File: config.mk
export PLATFORM = sky130hd
export DESIGN_NAME = nfs4_acl_ordered_evaluator
export DESIGN_NICKNAME = d
export VERILOG_FILES = /design/src/design/nfsacl_pkg.sv /design/src/design/nfsacl_ram.sv /design/src/design/nfsacl_front.sv /design/src/design/nfsacl_queue.sv /design/src/design/nfsacl_back.sv /design/src/design/nfs4_acl_ordered_evaluator.sv
export VERILOG_INCLUDE_DIRS = /design/src /design/src/design
export SDC_FILE = /design/constraint.sdc
export NUM_CORES = 1
export LEC_CHECK = 0
export ABC_AREA = 1
export ABC_CLOCK_PERIOD_IN_PS = 21200
export BUFFER_PORTS_ARGS = -buffer_cell sky130_fd_sc_hd__buf_2
export CORE_AREA = 2 2 282 284
export CTS_CLUSTER_DIAMETER = 40
export DETAILED_ROUTE_END_ITERATION = 10
export DIE_AREA = 0 0 284 286
export GPL_TIMING_DRIVEN = 0
export HOLD_SLACK_MARGIN = 0.15
export PLACE_DENSITY_LB_ADDON = 0.1
export REMOVE_ABC_BUFFERS = 1
export SYNTH_ARGS = -nofsm -noshare
export SYNTH_HDL_FRONTEND = slang
export SYNTH_HIERARCHICAL = 1
export SYNTH_SLANG_ARGS = --single-unit
File: constraint.sdc
create_clock -name clock -period 21.2 [get_ports clock]
set_input_delay 5.3 -clock clock [delete_from_list [all_inputs] [get_ports clock]]
set_output_delay 5.3 -clock clock [all_outputs]
set_load 0.02 [all_outputs]
File: src/design/nfs4_acl_ordered_evaluator_defines.svh
// assertion macros for the acl evaluator
`ifndef NFS4_ACL_ORDERED_EVALUATOR_DEFINES_SVH
`define NFS4_ACL_ORDERED_EVALUATOR_DEFINES_SVH

// same-cycle implication, disabled in reset
`define NFSACL_ASSERT_IMP(label, clk, rst, ante, cons, msg) \
   label: assert property (@(posedge clk) disable iff (rst) (ante) |-> (cons)) else $error(msg);

// next-cycle implication, disabled in reset
`define NFSACL_ASSERT_NXT(label, clk, rst, ante, cons, msg) \
   label: assert property (@(posedge clk) disable iff (rst) (ante) |=> (cons)) else $error(msg);

`endif

File: src/design/nfsacl_pkg.sv
// shared types, codes and sizes of the acl evaluator
package nfsacl_pkg;

   localparam int MAX_GROUPS  = 16;
   localparam int GIDX_W      = (MAX_GROUPS > 1) ? $clog2(MAX_GROUPS) : 1;
   localparam int GCNT_W      = $clog2(MAX_GROUPS + 1);
   localparam int QUEUE_DEPTH = 4;
   localparam int QPTR_W      = (QUEUE_DEPTH > 1) ? $clog2(QUEUE_DEPTH) : 1;
   localparam int QCNT_W      = $clog2(QUEUE_DEPTH + 1);

   localparam logic [9:0] ENTRY_SAT = 10'd1023;

   typedef enum logic [1:0] {
      REQ_CLEAR = 2'd0,
      REQ_ADD   = 2'd1,
      REQ_BEGIN = 2'd2,
      REQ_ENTRY = 2'd3
   } req_kind_type;

   localparam logic [1:0] OP_READ   = 2'd0;
   localparam logic [1:0] OP_MODIFY = 2'd1;
   localparam logic [1:0] OP_EXEC   = 2'd2;

   localparam logic [2:0] PERM_READ  = 3'b100;
   localparam logic [2:0] PERM_WRITE = 3'b010;
   localparam logic [2:0] PERM_EXEC  = 3'b001;

   localparam logic [2:0] TAG_OWNER       = 3'd0;
   localparam logic [2:0] TAG_USER        = 3'd1;
   localparam logic [2:0] TAG_GROUP_OWNER = 3'd2;
   localparam logic [2:0] TAG_GROUP       = 3'd3;
   localparam logic [2:0] TAG_EVERYONE    = 3'd4;

   localparam logic [1:0] ACE_ALLOW = 2'd0;
   localparam logic [1:0] ACE_DENY  = 2'd1;

   localparam logic [2:0] REASON_ROOT    = 3'd0;
   localparam logic [2:0] REASON_NO_EXEC = 3'd1;
   localparam logic [2:0] REASON_DENY    = 3'd2;
   localparam logic [2:0] REASON_ALLOW   = 3'd3;
   localparam logic [2:0] REASON_UNSAT   = 3'd4;

   typedef struct packed {
      logic [1:0]  req_type;
      logic [31:0] id_value;
      logic [31:0] owner_gid;
      logic        is_dir;
      logic [1:0]  op_kind;
      logic        is_traverse;
      logic        mode_has_exec;
      logic [2:0]  ace_tag;
      logic [1:0]  ace_type;
      logic        ace_inherit;
      logic [2:0]  ace_perms;
      logic        ace_last;
   } req_word_type;

   typedef struct packed {
      logic        allowed;
      logic [2:0]  reason;
      logic [9:0]  entry_number;
      logic [2:0]  bits_left;
   } rsp_word_type;

   typedef struct packed {
      req_kind_type kind;
      logic [31:0]  id_value;
      logic [31:0]  owner_gid;
      logic [2:0]   want_bits;
      logic         no_exec_deny;
      logic [2:0]   ace_tag;
      logic [1:0]   ace_type;
      logic         ace_inherit;
      logic [2:0]   ace_perms;
      logic         ace_last;
   } work_type;

   typedef struct packed {
      logic     push_valid;
      work_type push_word;
   } push_type;

   typedef struct packed {
      logic     pop_valid;
      work_type pop_word;
   } pop_type;

endpackage

File: src/design/nfsacl_ram.sv
// generic single-port-write ram with registered read
module nfsacl_ram #(
   parameter int WIDTH  = 32,
   parameter int DEPTH  = 16,
   parameter int ADDR_W = (DEPTH > 1) ? $clog2(DEPTH) : 1
) (
   input  logic              clock,
   input  logic              wr_en,
   input  logic [ADDR_W-1:0] wr_addr,
   input  logic [WIDTH-1:0]  wr_data,
   input  logic [ADDR_W-1:0] rd_addr,
   output logic [WIDTH-1:0]  rd_data
);

   logic [WIDTH-1:0] mem_ff [DEPTH];
   logic [WIDTH-1:0] rd_data_ff;

   always_ff @(posedge clock) begin
      if (wr_en) begin
         mem_ff[wr_addr] <= wr_data;
      end
      rd_data_ff <= mem_ff[rd_addr];
   end

   assign rd_data = rd_data_ff;

endmodule

File: src/design/nfsacl_front.sv
// front end: accepts request words and classifies them for the queue
module nfsacl_front (
   input  logic                    req_valid,
   input  nfsacl_pkg::req_word_type req_word,
   output logic                    req_stall,
   output nfsacl_pkg::push_type    push,
   input  logic                    queue_full
);
   import nfsacl_pkg::*;

   work_type   word;
   logic [2:0] want;

   always_comb begin
      want = '0;
      if (req_word.is_traverse || req_word.op_kind == OP_EXEC) begin
         want = want | PERM_EXEC;
      end
      if (!req_word.is_traverse && req_word.op_kind == OP_READ) begin
         want = want | PERM_READ;
      end
      if (!req_word.is_traverse && req_word.op_kind == OP_MODIFY) begin
         want = want | PERM_WRITE;
      end

      word.kind         = req_kind_type'(req_word.req_type);
      word.id_value     = req_word.id_value;
      word.owner_gid    = req_word.owner_gid;
      word.want_bits    = want;
      word.no_exec_deny = !req_word.is_dir && req_word.op_kind == OP_EXEC &&
                          !req_word.mode_has_exec;
      word.ace_tag      = req_word.ace_tag;
      word.ace_type     = req_word.ace_type;
      word.ace_inherit  = req_word.ace_inherit;
      word.ace_perms    = req_word.ace_perms;
      word.ace_last     = req_word.ace_last;
   end

   assign push.push_valid = req_valid;
   assign push.push_word  = word;
   assign req_stall       = queue_full;

endmodule

File: src/design/nfsacl_queue.sv
// short fifo between front end and back end
module nfsacl_queue (
   input  logic                 clock,
   input  logic                 reset,
   input  nfsacl_pkg::push_type push,
   output logic                 full,
   output nfsacl_pkg::pop_type  head,
   input  logic                 pop
);
   import nfsacl_pkg::*;

   work_type          slot_ff [QUEUE_DEPTH];
   logic [QPTR_W-1:0] wr_ptr_ff, wr_ptr_in;
   logic [QPTR_W-1:0] rd_ptr_ff, rd_ptr_in;
   logic [QCNT_W-1:0] count_ff, count_in;
   logic              do_push, do_pop;

   assign full    = count_ff == QCNT_W'(QUEUE_DEPTH);
   assign do_push = push.push_valid && !full;
   assign do_pop  = pop && count_ff != '0;

   assign head.pop_valid = count_ff != '0;
   assign head.pop_word  = slot_ff[rd_ptr_ff];

   always_comb begin
      wr_ptr_in = wr_ptr_ff;
      rd_ptr_in = rd_ptr_ff;
      if (do_push) begin
         wr_ptr_in = (wr_ptr_ff == QPTR_W'(QUEUE_DEPTH - 1)) ? '0 : wr_ptr_ff + 1'b1;
      end
      if (do_pop) begin
         rd_ptr_in = (rd_ptr_ff == QPTR_W'(QUEUE_DEPTH - 1)) ? '0 : rd_ptr_ff + 1'b1;
      end
      count_in = count_ff + QCNT_W'(do_push) - QCNT_W'(do_pop);
   end

   always_ff @(posedge clock) begin
      if (do_push) begin
         slot_ff[wr_ptr_ff] <= push.push_word;
      end
      if (reset) begin
         wr_ptr_ff <= '0;
         rd_ptr_ff <= '0;
         count_ff  <= '0;
      end else begin
         wr_ptr_ff <= wr_ptr_in;
         rd_ptr_ff <= rd_ptr_in;
         count_ff  <= count_in;
      end
   end

endmodule

File: src/design/nfsacl_back.sv
// back end: group list, check state, group scan and result register
module nfsacl_back (
   input  logic                     clock,
   input  logic                     reset,
   input  logic [31:0]              user_uid,
   input  nfsacl_pkg::pop_type      head,
   output logic                     pop,
   output logic                     rsp_valid,
   output nfsacl_pkg::rsp_word_type rsp_word,
   input  logic                     rsp_stall
);
   import nfsacl_pkg::*;

   typedef enum logic [1:0] {
      S_IDLE,
      S_READ,
      S_COMPARE,
      S_EXEC
   } state_type;

   state_type         state_ff, state_in;
   work_type          cur_ff, cur_in;
   logic              match_ff, match_in;
   logic [GIDX_W-1:0] idx_ff, idx_in;
   logic [31:0]       target_ff, target_in;
   logic [GCNT_W-1:0] group_count_ff, group_count_in;
   logic [31:0]       object_owner_ff, object_owner_in;
   logic [31:0]       object_group_ff, object_group_in;
   logic [2:0]        remaining_ff, remaining_in;
   logic              active_ff, active_in;
   logic [9:0]        entry_cnt_ff, entry_cnt_in;
   logic              rsp_valid_ff, rsp_valid_in;
   rsp_word_type      rsp_word_ff, rsp_word_in;

   logic              ram_we;
   logic [31:0]       ram_rdata;

   logic              out_free;
   logic              direct_match;
   logic              needs_scan;
   logic              hit;
   logic              last_idx;
   logic [9:0]        cnt_next;
   logic [2:0]        overlap;
   logic [2:0]        rem_after;
   logic              hit_entry;
   logic              apply_allow;
   logic [2:0]        rem_new;

   nfsacl_ram #(
      .WIDTH (32),
      .DEPTH (MAX_GROUPS)
   ) u_group_ram (
      .clock   (clock),
      .wr_en   (ram_we),
      .wr_addr (group_count_ff[GIDX_W-1:0]),
      .wr_data (cur_ff.id_value),
      .rd_addr (idx_ff),
      .rd_data (ram_rdata)
   );

   assign out_free = !rsp_valid_ff || !rsp_stall;

   always_comb begin
      case (head.pop_word.ace_tag)
         TAG_OWNER:    direct_match = user_uid == object_owner_ff;
         TAG_USER:     direct_match = head.pop_word.id_value == user_uid;
         TAG_EVERYONE: direct_match = 1'b1;
         default:      direct_match = 1'b0;
      endcase
   end

   assign needs_scan = head.pop_word.kind == REQ_ENTRY && active_ff &&
                       !head.pop_word.ace_inherit &&
                       (head.pop_word.ace_tag == TAG_GROUP_OWNER ||
                        head.pop_word.ace_tag == TAG_GROUP) &&
                       group_count_ff != '0;

   assign hit      = ram_rdata == target_ff;
   assign last_idx = (GCNT_W'(idx_ff) + GCNT_W'(1)) == group_count_ff;

   assign cnt_next    = (entry_cnt_ff < ENTRY_SAT) ? entry_cnt_ff + 10'd1 : entry_cnt_ff;
   assign overlap     = remaining_ff & cur_ff.ace_perms;
   assign rem_after   = remaining_ff & ~cur_ff.ace_perms;
   assign hit_entry   = !cur_ff.ace_inherit && match_ff && overlap != '0;
   assign apply_allow = hit_entry && cur_ff.ace_type == ACE_ALLOW;
   assign rem_new     = apply_allow ? rem_after : remaining_ff;

   always_comb begin
      state_in        = state_ff;
      cur_in          = cur_ff;
      match_in        = match_ff;
      idx_in          = idx_ff;
      target_in       = target_ff;
      group_count_in  = group_count_ff;
      object_owner_in = object_owner_ff;
      object_group_in = object_group_ff;
      remaining_in    = remaining_ff;
      active_in       = active_ff;
      entry_cnt_in    = entry_cnt_ff;
      rsp_valid_in    = rsp_valid_ff && rsp_stall;
      rsp_word_in     = rsp_word_ff;
      pop             = 1'b0;
      ram_we          = 1'b0;

      unique case (state_ff)
         S_IDLE: begin
            if (head.pop_valid) begin
               pop       = 1'b1;
               cur_in    = head.pop_word;
               idx_in    = '0;
               match_in  = direct_match;
               target_in = (head.pop_word.ace_tag == TAG_GROUP_OWNER) ?
                           object_group_ff : head.pop_word.id_value;
               state_in  = needs_scan ? S_READ : S_EXEC;
            end
         end
         S_READ: begin
            state_in = S_COMPARE;
         end
         S_COMPARE: begin
            if (hit || last_idx) begin
               match_in = hit;
               state_in = S_EXEC;
            end else begin
               idx_in   = idx_ff + 1'b1;
               state_in = S_READ;
            end
         end
         S_EXEC: begin
            if (out_free) begin
               state_in = S_IDLE;
               unique case (cur_ff.kind)
                  REQ_CLEAR: begin
                     group_count_in = '0;
                  end
                  REQ_ADD: begin
                     if (group_count_ff < GCNT_W'(MAX_GROUPS)) begin
                        ram_we         = 1'b1;
                        group_count_in = group_count_ff + 1'b1;
                     end
                  end
                  REQ_BEGIN: begin
                     object_owner_in = cur_ff.id_value;
                     object_group_in = cur_ff.owner_gid;
                     entry_cnt_in    = '0;
                     remaining_in    = cur_ff.want_bits;
                     active_in       = 1'b0;
                     if (user_uid == '0) begin
                        rsp_valid_in = 1'b1;
                        rsp_word_in  = '{1'b1, REASON_ROOT, 10'd0, cur_ff.want_bits};
                     end else if (cur_ff.no_exec_deny) begin
                        rsp_valid_in = 1'b1;
                        rsp_word_in  = '{1'b0, REASON_NO_EXEC, 10'd0, cur_ff.want_bits};
                     end else begin
                        active_in = 1'b1;
                     end
                  end
                  REQ_ENTRY: begin
                     if (active_ff) begin
                        entry_cnt_in = cnt_next;
                        if (hit_entry && cur_ff.ace_type == ACE_DENY) begin
                           active_in    = 1'b0;
                           rsp_valid_in = 1'b1;
                           rsp_word_in  = '{1'b0, REASON_DENY, cnt_next, remaining_ff};
                        end else if (apply_allow && rem_after == '0) begin
                           remaining_in = '0;
                           active_in    = 1'b0;
                           rsp_valid_in = 1'b1;
                           rsp_word_in  = '{1'b1, REASON_ALLOW, cnt_next, 3'd0};
                        end else begin
                           remaining_in = rem_new;
                           if (cur_ff.ace_last) begin
                              active_in    = 1'b0;
                              rsp_valid_in = 1'b1;
                              rsp_word_in  = '{1'b0, REASON_UNSAT, cnt_next, rem_new};
                           end
                        end
                     end
                  end
                  default: begin
                     state_in = S_IDLE;
                  end
               endcase
            end
         end
         default: begin
            state_in = S_IDLE;
         end
      endcase
   end

   always_ff @(posedge clock) begin
      cur_ff          <= cur_in;
      match_ff        <= match_in;
      idx_ff          <= idx_in;
      target_ff       <= target_in;
      object_owner_ff <= object_owner_in;
      object_group_ff <= object_group_in;
      remaining_ff    <= remaining_in;
      entry_cnt_ff    <= entry_cnt_in;
      rsp_word_ff     <= rsp_word_in;
      if (reset) begin
         state_ff       <= S_IDLE;
         group_count_ff <= '0;
         active_ff      <= 1'b0;
         rsp_valid_ff   <= 1'b0;
      end else begin
         state_ff       <= state_in;
         group_count_ff <= group_count_in;
         active_ff      <= active_in;
         rsp_valid_ff   <= rsp_valid_in;
      end
   end

   assign rsp_valid = rsp_valid_ff;
   assign rsp_word  = rsp_word_ff;

endmodule

File: src/design/nfs4_acl_ordered_evaluator.sv
// top level of the ordered nfsv4 acl access evaluator
//
//  channel  direction  handshake            word
//  req_     in         req_valid/req_stall  req_word (clear, add group, begin, entry)
//  rsp_     out        rsp_valid/rsp_stall  rsp_word (decision)
//  csr_     in         csr_we               csr_wdata (user uid)
//
// a word passes through the back end's idle and execute steps; a group entry adds a read step
// and a compare step per group list slot scanned (one ram read plus compare, up to the group count)
// a four-word queue lets the front keep accepting while the back end scans or waits
// synchronous active-high reset clears control state; the group ram is not cleared
// a waiting result under rsp_stall holds every word at the back end's execute step

`include "nfs4_acl_ordered_evaluator_defines.svh"

module nfs4_acl_ordered_evaluator (
   input  logic                     clock,
   input  logic                     reset,
   input  logic                     req_valid,
   input  nfsacl_pkg::req_word_type req_word,
   output logic                     req_stall,
   output logic                     rsp_valid,
   output nfsacl_pkg::rsp_word_type rsp_word,
   input  logic                     rsp_stall,
   input  logic                     csr_we,
   input  logic [31:0]              csr_wdata
);
   import nfsacl_pkg::*;

   logic [31:0] user_uid_ff, user_uid_in;
   push_type    q_push;
   pop_type     q_head;
   logic        q_full;
   logic        q_pop;

   assign user_uid_in = csr_we ? csr_wdata : user_uid_ff;

   always_ff @(posedge clock) begin
      if (reset) begin
         user_uid_ff <= '0;
      end else begin
         user_uid_ff <= user_uid_in;
      end
   end

   nfsacl_front u_front (
      .req_valid  (req_valid),
      .req_word   (req_word),
      .req_stall  (req_stall),
      .push       (q_push),
      .queue_full (q_full)
   );

   nfsacl_queue u_queue (
      .clock (clock),
      .reset (reset),
      .push  (q_push),
      .full  (q_full),
      .head  (q_head),
      .pop   (q_pop)
   );

   nfsacl_back u_back (
      .clock     (clock),
      .reset     (reset),
      .user_uid  (user_uid_ff),
      .head      (q_head),
      .pop       (q_pop),
      .rsp_valid (rsp_valid),
      .rsp_word  (rsp_word),
      .rsp_stall (rsp_stall)
   );

   `NFSACL_ASSERT_IMP(a_allowed_reason, clock, reset, rsp_valid, rsp_word.allowed == (rsp_word.reason == REASON_ROOT || rsp_word.reason == REASON_ALLOW), "allowed disagrees with reason")
   `NFSACL_ASSERT_IMP(a_begin_entry_zero, clock, reset, rsp_valid && (rsp_word.reason == REASON_ROOT || rsp_word.reason == REASON_NO_EXEC), rsp_word.entry_number == 10'd0, "begin decision carries an entry number")
   `NFSACL_ASSERT_IMP(a_full_allow_bits, clock, reset, rsp_valid && rsp_word.reason == REASON_ALLOW, rsp_word.bits_left == 3'd0, "full allow with bits left")
   `NFSACL_ASSERT_NXT(a_single_pop, clock, reset, q_pop && q_head.pop_valid, !q_pop, "back end popped two words in a row")

endmodule

==> After elaboration in Yosys (flattened, before gate mapping) <==
Memories as Yosys holds them, arrays and structs flattened. A register that Yosys moved wholly into a read port is not among the register bits.
Index checks and enable logic that the tools add are counted.
{ "op_classes": {"n_addsub": 8, "order_cmp": 2, "n_eq_ne": 30, "mux": 63, "bitwise": 3, "reduce_logical": 51} }
{ "op_table": {"columns": ["cell", "count"], "rows": [
  ["two-way mux 17 bit", 6],
  ["equality test 32 bit", 3],
  ["case mux 17 bit (2 select lines)", 1],
  ["zero test 32 bit", 1],
  ["two-way mux 32 bit", 1],
  ["two-way mux 1 bit", 27],
  ["two-way mux 10 bit", 2],
  ["case mux 10 bit (2 select lines)", 1],
  ["two-way mux 2 bit", 9],
  ["equality test 2 bit (second input constant)", 8],
  ["logical AND 1 bit", 16],
  ["two-way mux 3 bit", 5],
  ["AND reduction 3 bit", 4],
  ["adder 10 x 1 -> 10 bit (second input constant)", 1],
  ["less-than comparator 10 bit (second input constant)", 1],
  ["case mux 5 bit (2 select lines)", 1],
  ["equality test 2 x 1 -> 1 bit (second input constant)", 4],
  ["zero test 1 bit", 8],
  ["zero test 2 bit", 4],
  ["two-way mux 4 bit", 2],
  ["inequality test 2 x 1 -> 1 bit (second input constant)", 4],
  ["case mux 2 bit (4 select lines)", 1],
  ["case mux 4 bit (2 select lines)", 1],
  ["AND reduction 4 bit", 2],
  ["28 further kinds", 44]
]} }
{ "word_totals": {"register_bits": 256, "mem_bits_rw": 832, "input_bits": 118, "out_inout_bits": 19, "word_cells": 187, "n_memories": 2} }
{ "mem_list": {"columns": ["memory", "words", "width", "rd", "rd_ports_with_merged_regs", "wr", "line_no", "rtl"], "rows": [
  ["u_back.u_group_ram.mem_ff", 16, 32, 1, 1, 1, "nfsacl_ram.sv:15", "logic [WIDTH-1:0] mem_ff [DEPTH];"],
  ["u_queue.slot_ff", 4, 80, 1, 1, 1, "nfsacl_queue.sv:12", "work_type slot_ff [QUEUE_DEPTH];"]
]} }

==> Logic depth before layout (Yosys ltp) <==
{ "logic_depth": {"word_depth": 11, "depth_mapped": 23, "depth_no_buf": 18} }

==> Modules after synthesis <==
The synthesis kept the hierarchy.
{ "by_module_without_submodules": {"columns": ["mod", "n_inst", "cells_each", "area_per_inst_um2", "seq_area_each_um2"], "rows": [
  ["nfsacl_ram", 1, 2120, 22744.3, 16015.4],
  ["nfsacl_queue", 1, 843, 12324.3, 9789.4],
  ["nfsacl_back", 1, 903, 9566.7, 6426.2],
  ["nfs4_acl_ordered_evaluator", 1, 203, 1338.8, 640.6],
  ["nfsacl_front", 1, 90, 635.6, 0.0]
]} }

==> Worst setup path after synthesis <==
Ideal clock, no wire load.
{ "synth_timing": {"path_type": "input -> register", "startpoint": "input req_valid", "endpoint": "memory u_queue/slot_ff[0][0] in the netlist's numbering (enable)", "setup_time_ps": 519, "arrival_time_ps": 8866, "required_ps": 20681, "setup_slack_ps": 11815, "path_stages": 3, "cell_sequence": "buf_4 -> nand2_1 -> nor2_1"} }
{ "synth_between": {"elab_chain_cells": 3} }
{ "synth_rtl": {"columns": ["item", "line_no", "rtl"], "rows": [
  ["start: declaration", "nfs4_acl_ordered_evaluator.sv:19", "input logic req_valid,"],
  ["logical AND 1 bit", "nfsacl_queue.sv:19", "assign do_push = push.push_valid && !full;"],
  ["two-way mux 1 bit", "nfsacl_queue.sv:38", "if (do_push) begin"],
  ["two-way mux 1 bit (not written as such)", "nfsacl_queue.sv:39", "slot_ff[wr_ptr_ff] <= push.push_word;"],
  ["end: declaration", "nfsacl_queue.sv:12", null]
]} }
Every way passes these cells.

==> Worst setup path in the final report <==
{ "layout_timing": {"startpoint": "input rsp_stall", "endpoint": "memory u_back.u_group_ram.mem_ff[12][19] (enable)"} }
{ "layout_between": {"elab_chain_cells": 6} }
{ "layout_rtl": {"columns": ["item", "line_no", "rtl"], "rows": [
  ["start: declaration", "nfs4_acl_ordered_evaluator.sv:24", "input logic rsp_stall,"],
  ["zero test 1 bit", "nfsacl_back.sv:62", "assign out_free = !rsp_valid_ff || !rsp_stall;"],
  ["logical OR 1 bit", "nfsacl_back.sv:62", null],
  ["two-way mux 1 bit", "nfsacl_back.sv:131", "if (out_free) begin"],
  ["two-way mux 1 bit", "nfsacl_back.sv:106", "unique case (state_ff)"],
  ["named net u_back.ram_we", "nfsacl_back.sv:35", "logic ram_we;"],
  ["two-way mux 1 bit", "nfsacl_ram.sv:19", "if (wr_en) begin"],
  ["two-way mux 1 bit (not written as such)", "nfsacl_ram.sv:20", "mem_ff[wr_addr] <= wr_data;"],
  ["end: declaration", "nfsacl_ram.sv:15", null]
]} }
The timed path passes the listed nets, and every way through them passes these cells.

==> run metrics <==
GRT Total Usage 0.2693; routability congestion estimate between 0.8 and 0.9; root buffer cell clkbuf_16; worst-path cell chain buf_2, nand2_1, inv_1, nor2_1, nand2_1, nor2_1, nand3_1, nor2_4, buf_16; switch share 0.3314; DR vias/cell roughly 5.5; Least-Margin Pin Slew around 1.4 ns; critical path class in -> reg; die area between 80,000 and 90,000 um2; core area about 78,000 um2; Routed WL about 110,000 um; type of origin of the critical path primary input; Vias between 20,000 and 30,000; Async S/R FF share, synth 0; leakage roughly 0.021 uW; synth-to-layout area growth 14.61%; DP HPWL roughly 66,000 um; Hold Slack 0.4180 ns; Slew HR 0.09438; Synth area leader edfxtp_1; Antenna Nets Post-Route 0; Die Ht approximately 290 um; first-pass GRT wire length 164,500 um; Post-synth EDFFs 1,040; Synth area leaders edfxtp_1 67%, nand2_1 8.1%, nand3_1 4.9%; Worst-path clk slew ~0.050 ns; largest net degree at the start of global routing ~160; CP Data Arrival Time 7.60 ns; TNS Setup 0 ns; RSZ-0062 raised after global routing false; crit end category register; Post-CTS Hold Fix Bufs 0; Final Max Tran Viols 0; min Tclk post-route 7.194 ns; CP Buf/Inv Count 3; Layout Nets 4,378; final setup fails 0; Die Wd 284 um; synth warn 6; Distinct cells, synth 40; Critical Path RT 21.61 ns; Avg Synthesized Cell Area about 11 um2; VDD IR max 76.40 uV; Clock power frac 0.311; Main synth FF type edfxtp_1; worst skew pair latency approximately 0.73 ns; htree depth 4; cell internal pwr around 5000 uW; register area share after synthesis 0.7053; Crit-path slowest cell nor2_4; routed length per instance 20.02 um; Min-Delay Path Class reg -> reg; status finished clean; Layout Skew around 0.025 ns; I/O Buffers roughly 140; cts bufs inserted about 140; Setup Fix Bufs, Post-CTS 0; Post-Synthesis Cell Area 46,610 um2; PwrDens 140.0 nW/um2; Logic pwr share 0.253; slowest cell delay on critical path approximately 0.88 ns; max_cap viols 0; drt pass-1 iters 6; Hold Fails Final Rpt 0; fmax between 100 and 150 MHz; Synth Instances approximately 4,200; Commonest cells post-synth 1,040 x edfxtp_1, 1,000 x nand2_1, 577 x inv_1; maximum fanout along the worst path 20; CTS tree built; number of gates resized after CTS 0; crit-path leading delay family simple AND/OR/NAND/NOR gates; most frequent cell after synthesis edfxtp_1; number of global-route vias before repair about 28,000; sequential power share 0.435; Pwr Total roughly 7500 uW; Rows between 100 and 150; post-synth top area share 0.6700; Starting Density 0.5949; Sw Pwr about 2500 uW; 1st-iter DRT viols 2,559; clock sink total approximately 1,100; num ports 137; Final period util 0.3393; share of post-route cells with drive strength above 1 0.1106; register bit total from synthesis about 1,100; DRC errors left 0; initial antenna violation count 11; clk buf depth 3; GRT overflow 0
final cells by class:
class | count | area [um2]
Clock buffer | 170 | 3645
Fill cell | 5617 | 24940
Tap cell | 1050 | 1314
Antenna cell | 4 | 10.01
Multi-Input combinational cell | 2194 | 9942
Timing Repair Buffer | 209 | 2437
Clock inverter | 82 | 974.7
Inverter | 583 | 2216
Sequential cell | 1122 | 32880
metal layers:
metal / up-vias / routed length (um) / GRT usage
met5: - / 92 / 0
li1: 13997 / - / -
met2: 1111 / 52710 / 0.4444
met1: 14201 / 44720 / 0.3586
met3: 238 / 7490 / 0.04833
met4: 14 / 3399 / 0.1068
power groups by stage:
stage          combinational, uW  clock (uW)  sequential, uW
2_1_floorplan               1080           0            3250
3_3_place_gp                1580           0            3530
3_5_place_dp                1880           0            3290
4_1_cts                     1890        2360            3250
5_1_grt                     2090        2460            3290
6_report                    1890        2330            3260
worst register-to-register path, delay by kind of cell, from the launching register on:
family          cells  cell delay, ns
simple gates       13            2.21
buf+inv             3            1.19
flops               1            0.96
compound gates      2            0.63
registers in the layout (all words and copies together) (netlist names), 2 cells and up, named ones only:
register and cells:
u_back/group_count_ff 5, u_back/u_group_ram/rd_data 32, u_queue/rd_ptr_ff 2, user_uid_ff 32, u_queue/wr_ptr_ff 2, u_back/remaining_ff 3
u_queue/count_ff 3, u_back/object_owner_ff 32, u_back/rsp_word 17, u_back/idx_ff 4, u_back/object_group_ff 32, u_queue/slot_ff 320
u_back/entry_cnt_ff 10, u_back/target_ff 32, u_back/cur_ff 77, u_back/u_group_ram/mem_ff 512, u_back/state_ff 2
through the flow:
step                utilization  setup WS (ns)  area (um2)  instances
detailed placement       0.6227          13.27       48790       5158
finish                   0.6817          14.01       53420       5414
global route             0.6817          13.90       53420       5413
global placement         0.5977          8.091       46830       5085
CTS                      0.6816          14.04       53410       5410
floorplan                     -          11.93       44840       3899
worst paths after layout:
path                                from                                           to  slack, ns  cells after the start
max                            rsp_stall  u_back/u_group_ram/mem_ff[12][19]$_DFFE_PP_      14.01                      9
min          u_back/cur_ff[35]$_DFFE_PP_         u_back/object_group_ff[21]$_DFFE_PP_       0.42                      0
max reg2reg                     register                    u_back/match_ff$_DFFE_PP_      16.06                     18
min reg2reg  u_back/cur_ff[35]$_DFFE_PP_         u_back/object_group_ff[21]$_DFFE_PP_       0.42                      0
layout by cell type (no fill, tap or decap), types with 5 or more instances in the layout:
| cell | count |
|---|---|
| a21oi_1 | 43 |
| buf_12 | 27 |
| ha_1 | 11 |
| inv_6 | 13 |
| clkinv_1 | 11 |
| edfxtp_1 | 1040 |
| dfxtp_1 | 80 |
| nor2_1 | 317 |
| clkinvlp_4 | 11 |
| clkbuf_8 | 5 |
| xor2_1 | 8 |
| mux2_2 | 9 |
| clkbuf_16 | 139 |
| bufinv_16 | 14 |
| clkinv_4 | 11 |
| o22ai_1 | 81 |
| clkinv_2 | 15 |
| nand2_1 | 1000 |
| o21ai_1 | 10 |
| buf_2 | 136 |
| or2_2 | 9 |
| nand4_1 | 15 |
| buf_16 | 42 |
| clkinv_8 | 5 |
| xnor2_1 | 18 |
| nor2_4 | 22 |
| o21ai_0 | 163 |
| nor4_1 | 5 |
| nand3_1 | 451 |
| a211oi_1 | 5 |
| nand3b_1 | 9 |
| inv_1 | 574 |
| clkbuf_1 | 26 |
logic make-up after synthesis:
group,count (synthesis),share of synthesized area
adders and majority gates,12,0.003382
and+or+nand+nor,1837,0.1630
buffers and inverters,843,0.08518
xor gates and xnor gates,26,0.004886
AOI/OAI and AO/OA,310,0.03611
DFF,1122,0.7053
muxes,9,0.002174
Power figures use the tool's default switching activity.
